===== config.mk =====
export PLATFORM = sky130hd
export DESIGN_NAME = ip_address_text_classifier
export DESIGN_NICKNAME = d
export VERILOG_FILES = /design/src/ipc_pkg.sv /design/src/ipc_front.sv /design/src/ipc_fifo.sv /design/src/ipc_back.sv /design/src/ip_address_text_classifier.sv
export SDC_FILE = /design/constraint.sdc
export NUM_CORES = 1
export LEC_CHECK = 0
export BUFFER_PORTS_ARGS = -buffer_cell sky130_fd_sc_hd__buf_2
export CORE_ASPECT_RATIO = 0.9
export CORE_UTILIZATION = 63
export DETAILED_ROUTE_END_ITERATION = 8
export GPL_ROUTABILITY_DRIVEN = 0
export GPL_TIMING_DRIVEN = 0
export PLACE_DENSITY_LB_ADDON = 0.1
export SYNTH_ARGS = -nofsm -noshare
export SYNTH_HDL_FRONTEND = slang
export SYNTH_SLANG_ARGS = --single-unit

===== constraint.sdc =====
create_clock -name i_clk -period 7.3 [get_ports i_clk]
set_input_delay 1.095 -clock i_clk [delete_from_list [all_inputs] [get_ports i_clk]]
set_output_delay 1.095 -clock i_clk [all_outputs]
set_load 0.01 [all_outputs]

===== src/ipc_pkg.sv =====
`timescale 1ns / 1ps
// ----------------------------------------------------------------------------
// ipc_pkg
// Shared types and constants of the IP address text classifier.
// ----------------------------------------------------------------------------
package ipc_pkg;

    localparam int CHAR_W  = 8;
    localparam int CLASS_W = 2;
    localparam int DIGIT_W = 4;

    // Verdict codes
    localparam logic [CLASS_W-1:0] CLASS_NONE = 2'd0;
    localparam logic [CLASS_W-1:0] CLASS_V4   = 2'd1;
    localparam logic [CLASS_W-1:0] CLASS_V6   = 2'd2;

    // Character codes
    localparam logic [CHAR_W-1:0] ASCII_DOT   = 8'h2E;
    localparam logic [CHAR_W-1:0] ASCII_COLON = 8'h3A;
    localparam logic [CHAR_W-1:0] ASCII_0     = 8'h30;
    localparam logic [CHAR_W-1:0] ASCII_9     = 8'h39;
    localparam logic [CHAR_W-1:0] ASCII_UA    = 8'h41;
    localparam logic [CHAR_W-1:0] ASCII_UF    = 8'h46;
    localparam logic [CHAR_W-1:0] ASCII_LA    = 8'h61;
    localparam logic [CHAR_W-1:0] ASCII_LF    = 8'h66;

    // Counter limits
    localparam logic [5:0] CHAR_SAT      = 6'd40;
    localparam logic [5:0] V4_MAX_CHARS  = 6'd15;
    localparam logic [5:0] V6_MAX_CHARS  = 6'd39;
    localparam logic [2:0] DOT_SAT       = 3'd4;
    localparam logic [2:0] V4_DOTS       = 3'd3;
    localparam logic [2:0] V4_LEN_SAT    = 3'd4;
    localparam logic [2:0] V4_MAX_DIGITS = 3'd3;
    localparam logic [9:0] V4_MAX_VALUE  = 10'd255;
    localparam logic [3:0] COLON_SAT     = 4'd8;
    localparam logic [3:0] V6_COLONS     = 4'd7;
    localparam logic [2:0] V6_LEN_SAT    = 3'd5;
    localparam logic [2:0] V6_MAX_DIGITS = 3'd4;

    // Token queue
    localparam int FIFO_DEPTH = 4;
    localparam int FIFO_AW    = $clog2(FIFO_DEPTH);

    // One classified byte as it travels from the front to the back.
    typedef struct packed {
        logic               has_char;
        logic               is_last;
        logic               is_dot;
        logic               is_colon;
        logic               is_digit;
        logic               is_hex;
        logic [DIGIT_W-1:0] digit;
    } t_ipc_tok;

endpackage


===== src/ipc_front.sv =====
`timescale 1ns / 1ps
// ----------------------------------------------------------------------------
// ipc_front
// Accepts input bytes and sorts each into a character class token.
// ----------------------------------------------------------------------------
module ipc_front (
    input  logic                        i_valid,
    input  logic [ipc_pkg::CHAR_W-1:0]  i_char_code,
    input  logic                        i_has_char,
    input  logic                        i_is_last,
    input  logic                        i_queue_full,
    output logic                        o_ready,
    output logic                        o_push,
    output ipc_pkg::t_ipc_tok           o_tok
);

    logic w_digit;
    logic w_lower;
    logic w_upper;

    always_comb begin
        w_digit = (i_char_code >= ipc_pkg::ASCII_0) && (i_char_code <= ipc_pkg::ASCII_9);
        w_lower = (i_char_code >= ipc_pkg::ASCII_LA) && (i_char_code <= ipc_pkg::ASCII_LF);
        w_upper = (i_char_code >= ipc_pkg::ASCII_UA) && (i_char_code <= ipc_pkg::ASCII_UF);

        o_tok.has_char = i_has_char;
        o_tok.is_last  = i_is_last;
        o_tok.is_dot   = (i_char_code == ipc_pkg::ASCII_DOT);
        o_tok.is_colon = (i_char_code == ipc_pkg::ASCII_COLON);
        o_tok.is_digit = w_digit;
        o_tok.is_hex   = w_digit || w_lower || w_upper;
        o_tok.digit    = i_char_code[ipc_pkg::DIGIT_W-1:0];
    end

    assign o_ready = !i_queue_full;
    assign o_push  = i_valid && !i_queue_full;

endmodule


===== src/ipc_fifo.sv =====
`timescale 1ns / 1ps
// ----------------------------------------------------------------------------
// ipc_fifo
// Short token queue that decouples the front from the back.
// ----------------------------------------------------------------------------
module ipc_fifo (
    input  logic              i_clk,
    input  logic              i_rst_n,
    input  logic              i_push,
    input  ipc_pkg::t_ipc_tok i_data,
    input  logic              i_pop,
    output logic              o_full,
    output logic              o_empty,
    output ipc_pkg::t_ipc_tok o_data
);

    ipc_pkg::t_ipc_tok                r_mem [ipc_pkg::FIFO_DEPTH];
    logic [ipc_pkg::FIFO_AW-1:0]      r_wr_ptr;
    logic [ipc_pkg::FIFO_AW-1:0]      r_rd_ptr;
    logic [ipc_pkg::FIFO_AW:0]        r_count;
    logic [ipc_pkg::FIFO_AW:0]        n_count;

    always_comb begin
        n_count = r_count;
        if (i_push && !i_pop) begin
            n_count = r_count + 1'b1;
        end else if (!i_push && i_pop) begin
            n_count = r_count - 1'b1;
        end
    end

    always_ff @(posedge i_clk) begin
        if (!i_rst_n) begin
            r_wr_ptr <= '0;
            r_rd_ptr <= '0;
            r_count  <= '0;
        end else begin
            if (i_push) begin
                r_wr_ptr <= r_wr_ptr + 1'b1;
            end
            if (i_pop) begin
                r_rd_ptr <= r_rd_ptr + 1'b1;
            end
            r_count <= n_count;
        end
    end

    always_ff @(posedge i_clk) begin
        if (i_push) begin
            r_mem[r_wr_ptr] <= i_data;
        end
    end

    assign o_full  = (r_count == (ipc_pkg::FIFO_AW+1)'(ipc_pkg::FIFO_DEPTH));
    assign o_empty = (r_count == '0);
    assign o_data  = r_mem[r_rd_ptr];

endmodule


===== src/ipc_back.sv =====
`timescale 1ns / 1ps
// ----------------------------------------------------------------------------
// ipc_back
// Updates the IPv4 and IPv6 checkers per token and registers the verdict.
// ----------------------------------------------------------------------------
module ipc_back (
    input  logic                        i_clk,
    input  logic                        i_rst_n,
    input  logic                        i_empty,
    input  ipc_pkg::t_ipc_tok           i_tok,
    output logic                        o_pop,
    input  logic                        i_out_ready,
    output logic                        o_out_valid,
    output logic [ipc_pkg::CLASS_W-1:0] o_out_class
);

    logic [5:0] r_char_total;
    logic       r_v4_ok;
    logic [2:0] r_dot_total;
    logic [2:0] r_v4_len;
    logic [9:0] r_v4_val;
    logic       r_v4_zero;
    logic       r_v6_ok;
    logic [3:0] r_colon_total;
    logic [2:0] r_v6_len;

    logic [5:0] n_char_total;
    logic       n_v4_ok;
    logic [2:0] n_dot_total;
    logic [2:0] n_v4_len;
    logic [9:0] n_v4_val;
    logic       n_v4_zero;
    logic       n_v6_ok;
    logic [3:0] n_colon_total;
    logic [2:0] n_v6_len;

    logic                        r_out_valid;
    logic [ipc_pkg::CLASS_W-1:0] r_out_class;
    logic [ipc_pkg::CLASS_W-1:0] w_class;
    logic                        w_is_v4;
    logic                        w_is_v6;

    function automatic logic f_v4_group_ok(input logic [2:0] len, input logic zero,
                                           input logic [9:0] val);
        f_v4_group_ok = (len != 3'd0) && (len <= ipc_pkg::V4_MAX_DIGITS) &&
                        !(zero && (len > 3'd1)) && (val <= ipc_pkg::V4_MAX_VALUE);
    endfunction

    function automatic logic f_v6_group_ok(input logic [2:0] len);
        f_v6_group_ok = (len != 3'd0) && (len <= ipc_pkg::V6_MAX_DIGITS);
    endfunction

    // A last token may only leave the queue when the output slot can take it.
    assign o_pop = !i_empty && (!i_tok.is_last || !r_out_valid || i_out_ready);

    always_comb begin
        n_char_total  = r_char_total;
        n_v4_ok       = r_v4_ok;
        n_dot_total   = r_dot_total;
        n_v4_len      = r_v4_len;
        n_v4_val      = r_v4_val;
        n_v4_zero     = r_v4_zero;
        n_v6_ok       = r_v6_ok;
        n_colon_total = r_colon_total;
        n_v6_len      = r_v6_len;

        if (i_tok.has_char) begin
            if (r_char_total < ipc_pkg::CHAR_SAT) begin
                n_char_total = r_char_total + 1'b1;
            end

            if (i_tok.is_dot) begin
                if (r_dot_total < ipc_pkg::DOT_SAT) begin
                    n_dot_total = r_dot_total + 1'b1;
                end
                if (!f_v4_group_ok(r_v4_len, r_v4_zero, r_v4_val)) begin
                    n_v4_ok = 1'b0;
                end
                n_v4_len  = '0;
                n_v4_val  = '0;
                n_v4_zero = 1'b0;
            end else if (i_tok.is_digit) begin
                if (r_v4_len == 3'd0) begin
                    n_v4_zero = (i_tok.digit == '0);
                end
                // Value stays below 100 here, so times ten fits in ten bits.
                if (r_v4_len < ipc_pkg::V4_MAX_DIGITS) begin
                    n_v4_val = {r_v4_val[6:0], 3'b000} + {r_v4_val[8:0], 1'b0} +
                               {6'd0, i_tok.digit};
                end
                if (r_v4_len < ipc_pkg::V4_LEN_SAT) begin
                    n_v4_len = r_v4_len + 1'b1;
                end
            end else begin
                n_v4_ok = 1'b0;
            end

            if (i_tok.is_colon) begin
                if (r_colon_total < ipc_pkg::COLON_SAT) begin
                    n_colon_total = r_colon_total + 1'b1;
                end
                if (!f_v6_group_ok(r_v6_len)) begin
                    n_v6_ok = 1'b0;
                end
                n_v6_len = '0;
            end else if (i_tok.is_hex) begin
                if (r_v6_len < ipc_pkg::V6_LEN_SAT) begin
                    n_v6_len = r_v6_len + 1'b1;
                end
            end else begin
                n_v6_ok = 1'b0;
            end
        end

        w_is_v4 = n_v4_ok && (n_dot_total == ipc_pkg::V4_DOTS) &&
                  (n_char_total <= ipc_pkg::V4_MAX_CHARS) &&
                  f_v4_group_ok(n_v4_len, n_v4_zero, n_v4_val);
        w_is_v6 = n_v6_ok && (n_colon_total == ipc_pkg::V6_COLONS) &&
                  (n_char_total <= ipc_pkg::V6_MAX_CHARS) && f_v6_group_ok(n_v6_len);

        priority if (n_char_total == '0) begin
            w_class = ipc_pkg::CLASS_NONE;
        end else if (w_is_v4) begin
            w_class = ipc_pkg::CLASS_V4;
        end else if (w_is_v6) begin
            w_class = ipc_pkg::CLASS_V6;
        end else begin
            w_class = ipc_pkg::CLASS_NONE;
        end
    end

    always_ff @(posedge i_clk) begin
        if (!i_rst_n || (o_pop && i_tok.is_last)) begin
            r_char_total  <= '0;
            r_v4_ok       <= 1'b1;
            r_dot_total   <= '0;
            r_v4_len      <= '0;
            r_v4_val      <= '0;
            r_v4_zero     <= 1'b0;
            r_v6_ok       <= 1'b1;
            r_colon_total <= '0;
            r_v6_len      <= '0;
        end else if (o_pop) begin
            r_char_total  <= n_char_total;
            r_v4_ok       <= n_v4_ok;
            r_dot_total   <= n_dot_total;
            r_v4_len      <= n_v4_len;
            r_v4_val      <= n_v4_val;
            r_v4_zero     <= n_v4_zero;
            r_v6_ok       <= n_v6_ok;
            r_colon_total <= n_colon_total;
            r_v6_len      <= n_v6_len;
        end
    end

    always_ff @(posedge i_clk) begin
        if (!i_rst_n) begin
            r_out_valid <= 1'b0;
        end else if (o_pop && i_tok.is_last) begin
            r_out_valid <= 1'b1;
        end else if (i_out_ready) begin
            r_out_valid <= 1'b0;
        end
    end

    always_ff @(posedge i_clk) begin
        if (o_pop && i_tok.is_last) begin
            r_out_class <= w_class;
        end
    end

    assign o_out_valid = r_out_valid;
    assign o_out_class = r_out_class;

endmodule


===== src/ip_address_text_classifier.sv =====
`timescale 1ns / 1ps
// ----------------------------------------------------------------------------
// ip_address_text_classifier
// Classifies a byte stream as an IPv4 address, an IPv6 address or neither.
// ----------------------------------------------------------------------------
//  channel  | direction | tdata           | tuser     | tlast
//  s_axis   | in        | [7:0] char_code | has_char  | is_last
//  m_axis   | out       | [1:0] class     | -         | -
//
//  One byte request is taken every cycle while the token queue is not full;
//  the back end applies the per-byte update to each token as it pops it.
//  The verdict is registered when the back end pops the last item of a
//  string from the four-entry token queue.
//  Synchronous active-low reset empties the queue and clears the output.
//  An output stall holds the verdict; input keeps flowing until the queue fills.
// ----------------------------------------------------------------------------
module ip_address_text_classifier (
    input  logic       i_clk,
    input  logic       i_rst_n,
    input  logic       s_axis_tvalid,
    output logic       s_axis_tready,
    input  logic [7:0] s_axis_tdata,   // [7:0] char_code
    input  logic       s_axis_tuser,   // [0] has_char
    input  logic       s_axis_tlast,   // is_last
    output logic       m_axis_tvalid,
    input  logic       m_axis_tready,
    output logic [7:0] m_axis_tdata    // [1:0] address_class, [7:2] zero
);

    ipc_pkg::t_ipc_tok           w_push_tok;
    ipc_pkg::t_ipc_tok           w_pop_tok;
    logic                        w_push;
    logic                        w_pop;
    logic                        w_full;
    logic                        w_empty;
    logic [ipc_pkg::CLASS_W-1:0] w_class;

    ipc_front u_front (
        .i_valid      (s_axis_tvalid),
        .i_char_code  (s_axis_tdata),
        .i_has_char   (s_axis_tuser),
        .i_is_last    (s_axis_tlast),
        .i_queue_full (w_full),
        .o_ready      (s_axis_tready),
        .o_push       (w_push),
        .o_tok        (w_push_tok)
    );

    ipc_fifo u_fifo (
        .i_clk   (i_clk),
        .i_rst_n (i_rst_n),
        .i_push  (w_push),
        .i_data  (w_push_tok),
        .i_pop   (w_pop),
        .o_full  (w_full),
        .o_empty (w_empty),
        .o_data  (w_pop_tok)
    );

    ipc_back u_back (
        .i_clk       (i_clk),
        .i_rst_n     (i_rst_n),
        .i_empty     (w_empty),
        .i_tok       (w_pop_tok),
        .o_pop       (w_pop),
        .i_out_ready (m_axis_tready),
        .o_out_valid (m_axis_tvalid),
        .o_out_class (w_class)
    );

    assign m_axis_tdata = {(8 - ipc_pkg::CLASS_W)'(0), w_class};

endmodule


# [Word level (Yosys, flattened, before mapping)]
# Memory sizes are Yosys's and may differ from the RTL's. A register that Yosys moved wholly into a read port is not among the register bits.
# Index checks and enable logic that the tools add are counted.
[totals] output_inout_bits=10 word_cells=145 memories=1 input_bits=14 ramBits=40 reg_bits=42
[memory_table] memory="u_fifo.r_mem" words=4 word_bits=10 rd=1 rd_ports_with_merged_regs=1 write_ports=1 line_no="ipc_fifo.sv:17" rtl="ipc_pkg::t_ipc_tok r_mem [ipc_pkg::FIFO_DEPTH];"
[classes] n_eq_ne=5 addsub=11 n_reduce_logical=49 n_lt_le_gt_ge=22 n_mux=42
[ops] op="$mux W10" count=4
[ops] op="$mux W3" count=13
[ops] op="$logic_and A1 B1 Y1" count=24
[ops] op="$le A10 B8 Y1 const B" count=2
[ops] op="$mux W1" count=17
[ops] op="$eq A8 B6 Y1 const B" count=2
[ops] op="$ge A8 B7 Y1 const B" count=2
[ops] op="$le A8 B7 Y1 const B" count=2
[ops] op="$add A3 B1 Y3 const B" count=4
[ops] op="$mux W4" count=3
[ops] op="$mux W6" count=2
[ops] op="$reduce_bool A3 Y1" count=4
[ops] op="$add A10 B10 Y10" count=1
[ops] op="$add A10 B4 Y10" count=1
[ops] op="$logic_not A1 Y1" count=9
[ops] op="$lt A3 B3 Y1 const B" count=3
[ops] op="$ge A8 B6 Y1 const B" count=1
[ops] op="$le A8 B6 Y1 const B" count=1
[ops] op="$add A6 B1 Y6 const B" count=1
[ops] op="$gt A3 B1 Y1 const B" count=2
[ops] op="$le A3 B2 Y1 const B" count=2
[ops] op="$le A3 B3 Y1 const B" count=2
[ops] op="$le A6 B4 Y1 const B" count=1
[ops] op="$le A6 B6 Y1 const B" count=1
[ops] op="other kinds (16)" count=25

# [Depth between registers and ports, before layout]
[logic_depth] depth_word=12 ltp_mapped=13 ltp_nobuf=12

# [Modules after synthesis]
# From an unflattened synthesis, not the netlist that was laid out.
[hier_totals] cells_unflattened=419 area_unflattened_um2=4520.6
[modules_own_cells] mod="ipc_back" seq_area_each_um2=720.7 cells_per_inst=294 instances=1 area_each_um2=2422.3
[modules_own_cells] mod="ipc_fifo" seq_area_each_um2=1381.3 cells_per_inst=95 instances=1 area_each_um2=1888.1
[modules_own_cells] mod="ipc_front" seq_area_each_um2=0.0 cells_per_inst=23 instances=1 area_each_um2=161.4
[modules_own_cells] mod="ip_address_text_classifier" seq_area_each_um2=0.0 cells_per_inst=7 instances=1 area_each_um2=48.8

# [Worst setup path before layout]
# OpenSTA, ideal clock, no wires.
[synth_path] path_kind="register to register" start="reg (tool-made name)" end="reg u_back.r_out_class, in the netlist u_back.o_out_class[1], data pin" t_arrival_ps=3390 period_less_slack_ps=3646 setup_time_ps=255 path_slack_ps=3654 stages_incl_launch_ff=13 required_ps=7045 path_cell_list="dfxtp_1 -> buf_6 -> mux4_1 -> ha_1 -> ha_1 -> fa_1 -> a211oi_1 -> o21bai_1 -> a21oi_1 -> mux2i_1 -> a21oi_1 -> or4_1 -> nor2b_4"
[synth_lines] item="end signal: assignment" line_no="ipc_back.sv:168" rtl="r_out_class <= w_class;"
[synth_lines] item="end: declaration" line_no="ipc_back.sv:38" rtl="logic [ipc_pkg::CLASS_W-1:0] r_out_class;"

==> reports/metrics.yaml <==
outcome: "finished, final reports clean"
wire_length_of_the_first_global_routing_pass_mm: 13.3
arrival_ns: 4.11
p_leak_nw: 1.89
worst_setup_hold_path_clk_slew_ns: 0.09
most-common-layout-cells: "sky130_fd_sc_hd__nor2_1, sky130_fd_sc_hd__dfxtp_1, sky130_fd_sc_hd__edfxtp_1"
finalSetupViolCount: 0
worst_pin_slew_ns: 0.550
synthesis.area_per_instance_um2: 10.9
cts_resized: 0
detail-route-antenna-nets: 0
synth.area.top_cells: "sky130_fd_sc_hd__edfxtp_1, sky130_fd_sc_hd__dfxtp_1, sky130_fd_sc_hd__ha_1"
antenna_found_initial: 0
hold_depth: 1
post_cts_hold_buffer_count: 0
maximum_level_of_the_cts_h_tree: 3
setup.worst_path.start_class: "flip-flop"
core_region_area_mm2: 0.00662
total_power_w: 0.00149
worst-r2r-setup-slack_ns: 3.31
cap_viol_max_count: 0
grt_pass1_vias: 2887
die-height_um: 81.0
fp.dieArea_mm2: 0.00727
yosysWarnings: 0
preCtsSetupSlack_ns: 3.31
post-route-worst-setup-slack_ns: 3.31
synthesis.instances: 399
timing_max_transition_violations_final: 0
yosys_most_used_dff: "sky130_fd_sc_hd__edfxtp_1"
worst_hold_path.endpoint: "u_back.r_v4_ok$_SDFFE_PP1P_"
timing.critical_path.to_type: "flip-flop"
reg2regPathDepth: 12
synth.yosys.seq_area_share_pct: 48.1
synthArstFlopShare_pct: 0
core.rowCount: 28
timing.hold.worst.start: "u_back.r_v4_ok$_SDFFE_PP1P_"
synth_register_bits: 84
synth_enable_flop_cells: 42
holdCritPathClass: "reg -> reg"
port_buffers: 17
totalNegativeSetupSlack_ns: 0
antenna_cells: 0
internal_power_w: 0.000949
cts_root_buf: "sky130_fd_sc_hd__clkbuf_8"
power.net_switching_w: 0.000539
maxSlewHeadroom_pct: 63.4
synth_top_area_share_pct: 28.9
rsz0062_at_grt: "false"
floorplan.initialDensity_pct: 65.9
clock_tree_from_tritoncts: "done"
cts-root-to-sink-buffers: 2
crit_reg_reg_endpoint: "u_back.o_out_class[1]$_SDFFCE_PP0P_"
drt-total-wl_mm: 7.95
clock-skew-final_ns: 0.0143
drt-wirelength-per-cell_um: 15.1
global_route.usage.total_pct: 23.8
ir_drop_v: 0.000184
nNetsFinal: 475
power.share.clock_pct: 22.7
cts_setup_buffers: 0
route.detailed.vias_per_inst: 5.79
design.portCount: 24
layout_area_overhead_pct: 9.51
yosysTopAreaCell: "sky130_fd_sc_hd__edfxtp_1"
mostFrequentLayoutCell: "sky130_fd_sc_hd__nor2_1"
final_cell_area_mm2: 0.00478
dp_hpwl_mm: 5.71
max_clock_freq_mhz: 251
cts_buffers: 9
worstSetupPathType: "reg -> reg"
power.share.switching_pct: 36.2
drc: 0
layout-drive-gt1-share_pct: 12.4
instances_no_fill: 527
place.detailed.instances: 511
timing.critical_path.required_ns: 7.42
first_pass_iters: 5
numClockSinks: 84
report.final.hold_viol_count: 0
sum_of_overflow_across_all_layers_after_global_routing: 0
detailroute.via_count: 3053
power_density_mw_per_mm2: 311
die-width_um: 89.8
placedInstanceArea_mm2: 0.00458
drt_first_iter_violations: 177
comb_power_share_pct: 36.9
worstPathMaxFanout: 10
grt_start_max_net_pins: 16
netlist_area_mm2: 0.00437
sequentialPowerShare_pct: 40.4
insertion_delay_ns: 0.35
timing.final.crit_share_pct: 54.7
final.min_clock_period_ns: 3.99
yosysUniqueCellTypes: 59
==> state kept, by name (all words and copies together), names as in the netlist, named ones only <==
signal,cells
u_back.r_v4_len,3
u_back.r_v4_ok,1
u_fifo.r_count,3
u_back.r_colon_total,4
u_fifo.r_mem,40
u_back.r_dot_total,3
u_fifo.r_rd_ptr,2
u_back.o_out_valid,1
u_back.r_v4_val,10
u_back.r_char_total,6
u_back.r_v4_zero,1
u_back.r_v6_len,3
u_back.r_v6_ok,1
u_fifo.r_wr_ptr,2
u_back.o_out_class,2
==> worst max-delay path, stage by stage, from the launching register on <==
cell	delay, ns
sky130_fd_sc_hd__dfxtp_1	0.34
sky130_fd_sc_hd__buf_6	0.17
sky130_fd_sc_hd__mux4_1	0.60
sky130_fd_sc_hd__ha_1	0.30
sky130_fd_sc_hd__ha_1	0.22
sky130_fd_sc_hd__fa_1	0.43
sky130_fd_sc_hd__a211oi_1	0.33
sky130_fd_sc_hd__o21bai_1	0.13
sky130_fd_sc_hd__a21oi_1	0.21
sky130_fd_sc_hd__mux2i_1	0.21
sky130_fd_sc_hd__a21oi_1	0.10
sky130_fd_sc_hd__or4_1	0.57
sky130_fd_sc_hd__nor2b_4	0.15
==> layer usage <==
| metal | wire length [µm] | global-route usage, % |
|---|---|---|
| met1 | 3670 | 31.1 |
| met2 | 3820 | 39.4 |
| met3 | 373 | 5.43 |
| met4 | 88 | 9.02 |
| met5 | 0 | 0 |
==> synthesized netlist by cell type, types with 2 or more instances <==
cell,count
sky130_fd_sc_hd__a211oi_1,7
sky130_fd_sc_hd__a21boi_0,2
sky130_fd_sc_hd__a21o_1,3
sky130_fd_sc_hd__a21oi_1,19
sky130_fd_sc_hd__a22oi_1,2
sky130_fd_sc_hd__a31oi_1,4
sky130_fd_sc_hd__a41oi_1,2
sky130_fd_sc_hd__and2_1,7
sky130_fd_sc_hd__and3_1,4
sky130_fd_sc_hd__buf_1,2
sky130_fd_sc_hd__buf_2,3
sky130_fd_sc_hd__buf_4,6
sky130_fd_sc_hd__buf_6,3
sky130_fd_sc_hd__clkbuf_1,5
sky130_fd_sc_hd__dfxtp_1,42
sky130_fd_sc_hd__edfxtp_1,42
sky130_fd_sc_hd__fa_1,3
sky130_fd_sc_hd__ha_1,26
sky130_fd_sc_hd__inv_1,19
sky130_fd_sc_hd__mux2i_1,12
sky130_fd_sc_hd__mux4_1,8
sky130_fd_sc_hd__mux4_2,2
sky130_fd_sc_hd__nand2_1,27
sky130_fd_sc_hd__nand2b_1,2
sky130_fd_sc_hd__nand3_1,9
sky130_fd_sc_hd__nand4_1,5
sky130_fd_sc_hd__nor2_1,47
sky130_fd_sc_hd__nor2b_1,6
sky130_fd_sc_hd__nor3_1,9
sky130_fd_sc_hd__nor3b_1,3
sky130_fd_sc_hd__nor4_1,2
sky130_fd_sc_hd__o211ai_1,4
sky130_fd_sc_hd__o21ai_0,13
sky130_fd_sc_hd__o21bai_1,2
sky130_fd_sc_hd__or3_1,5
sky130_fd_sc_hd__xnor2_1,14
sky130_fd_sc_hd__xor2_1,6
==> how the worst max path moves through the flow <==
stage	start	end	slack (ns)
2_1_floorplan	flip-flop	u_back.o_out_class[1]$_SDFFCE_PP0P_	3.65
3_3_place_gp	flip-flop	u_back.o_out_class[1]$_SDFFCE_PP0P_	3.33
3_5_place_dp	flip-flop	u_back.o_out_class[1]$_SDFFCE_PP0P_	3.31
4_1_cts	flip-flop	u_back.o_out_class[1]$_SDFFCE_PP0P_	3.28
5_1_grt	flip-flop	u_back.o_out_class[1]$_SDFFCE_PP0P_	3.03
6_report	flip-flop	u_back.o_out_class[1]$_SDFFCE_PP0P_	3.31
==> logic make-up after synthesis <==
family,count (synthesis),synth area share [%]
xor gates and xnor gates,20,4.01
DFF,84,48.1
other,1,0.0859
buffers and inverters,39,4.50
muxes,23,8.85
AOI/OAI and AO/OA,68,10.2
adders and majority gates,29,8.83
and+or+nand+nor,135,15.4
==> power by group through the flow <==
stage | combinational [W] | sequential, W | clock, W
floorplan | 0.000424 | 0.000603 | 0
global placement | 0.000536 | 0.000607 | 0
detailed placement | 0.000547 | 0.000612 | 0
CTS | 0.000551 | 0.000601 | 0.000345
global route | 0.000621 | 0.000609 | 0.000364
finish | 0.000550 | 0.000601 | 0.000337
==> layout make-up <==
type                    count  area [µm²]
flip-flops and latches     84        2100
inverters                  19        71.3
plain buffers              20         125
multi-input cells         281        2090
clock buffers              10         128
repair buffers             17        85.1
clock inverters             6        71.3
well taps                  90         113
fillers                   482        1840
==> through the flow <==
step	hold WS [ns]	utilization, %
after floorplan	0.418	-
after global routing	0.501	72.2
after CTS	0.469	72.2
final	0.473	72.2
after detailed placement	0.448	69.2
after global placement	0.439	69.2
No activity file was read; power rests on OpenSTA's default activity.
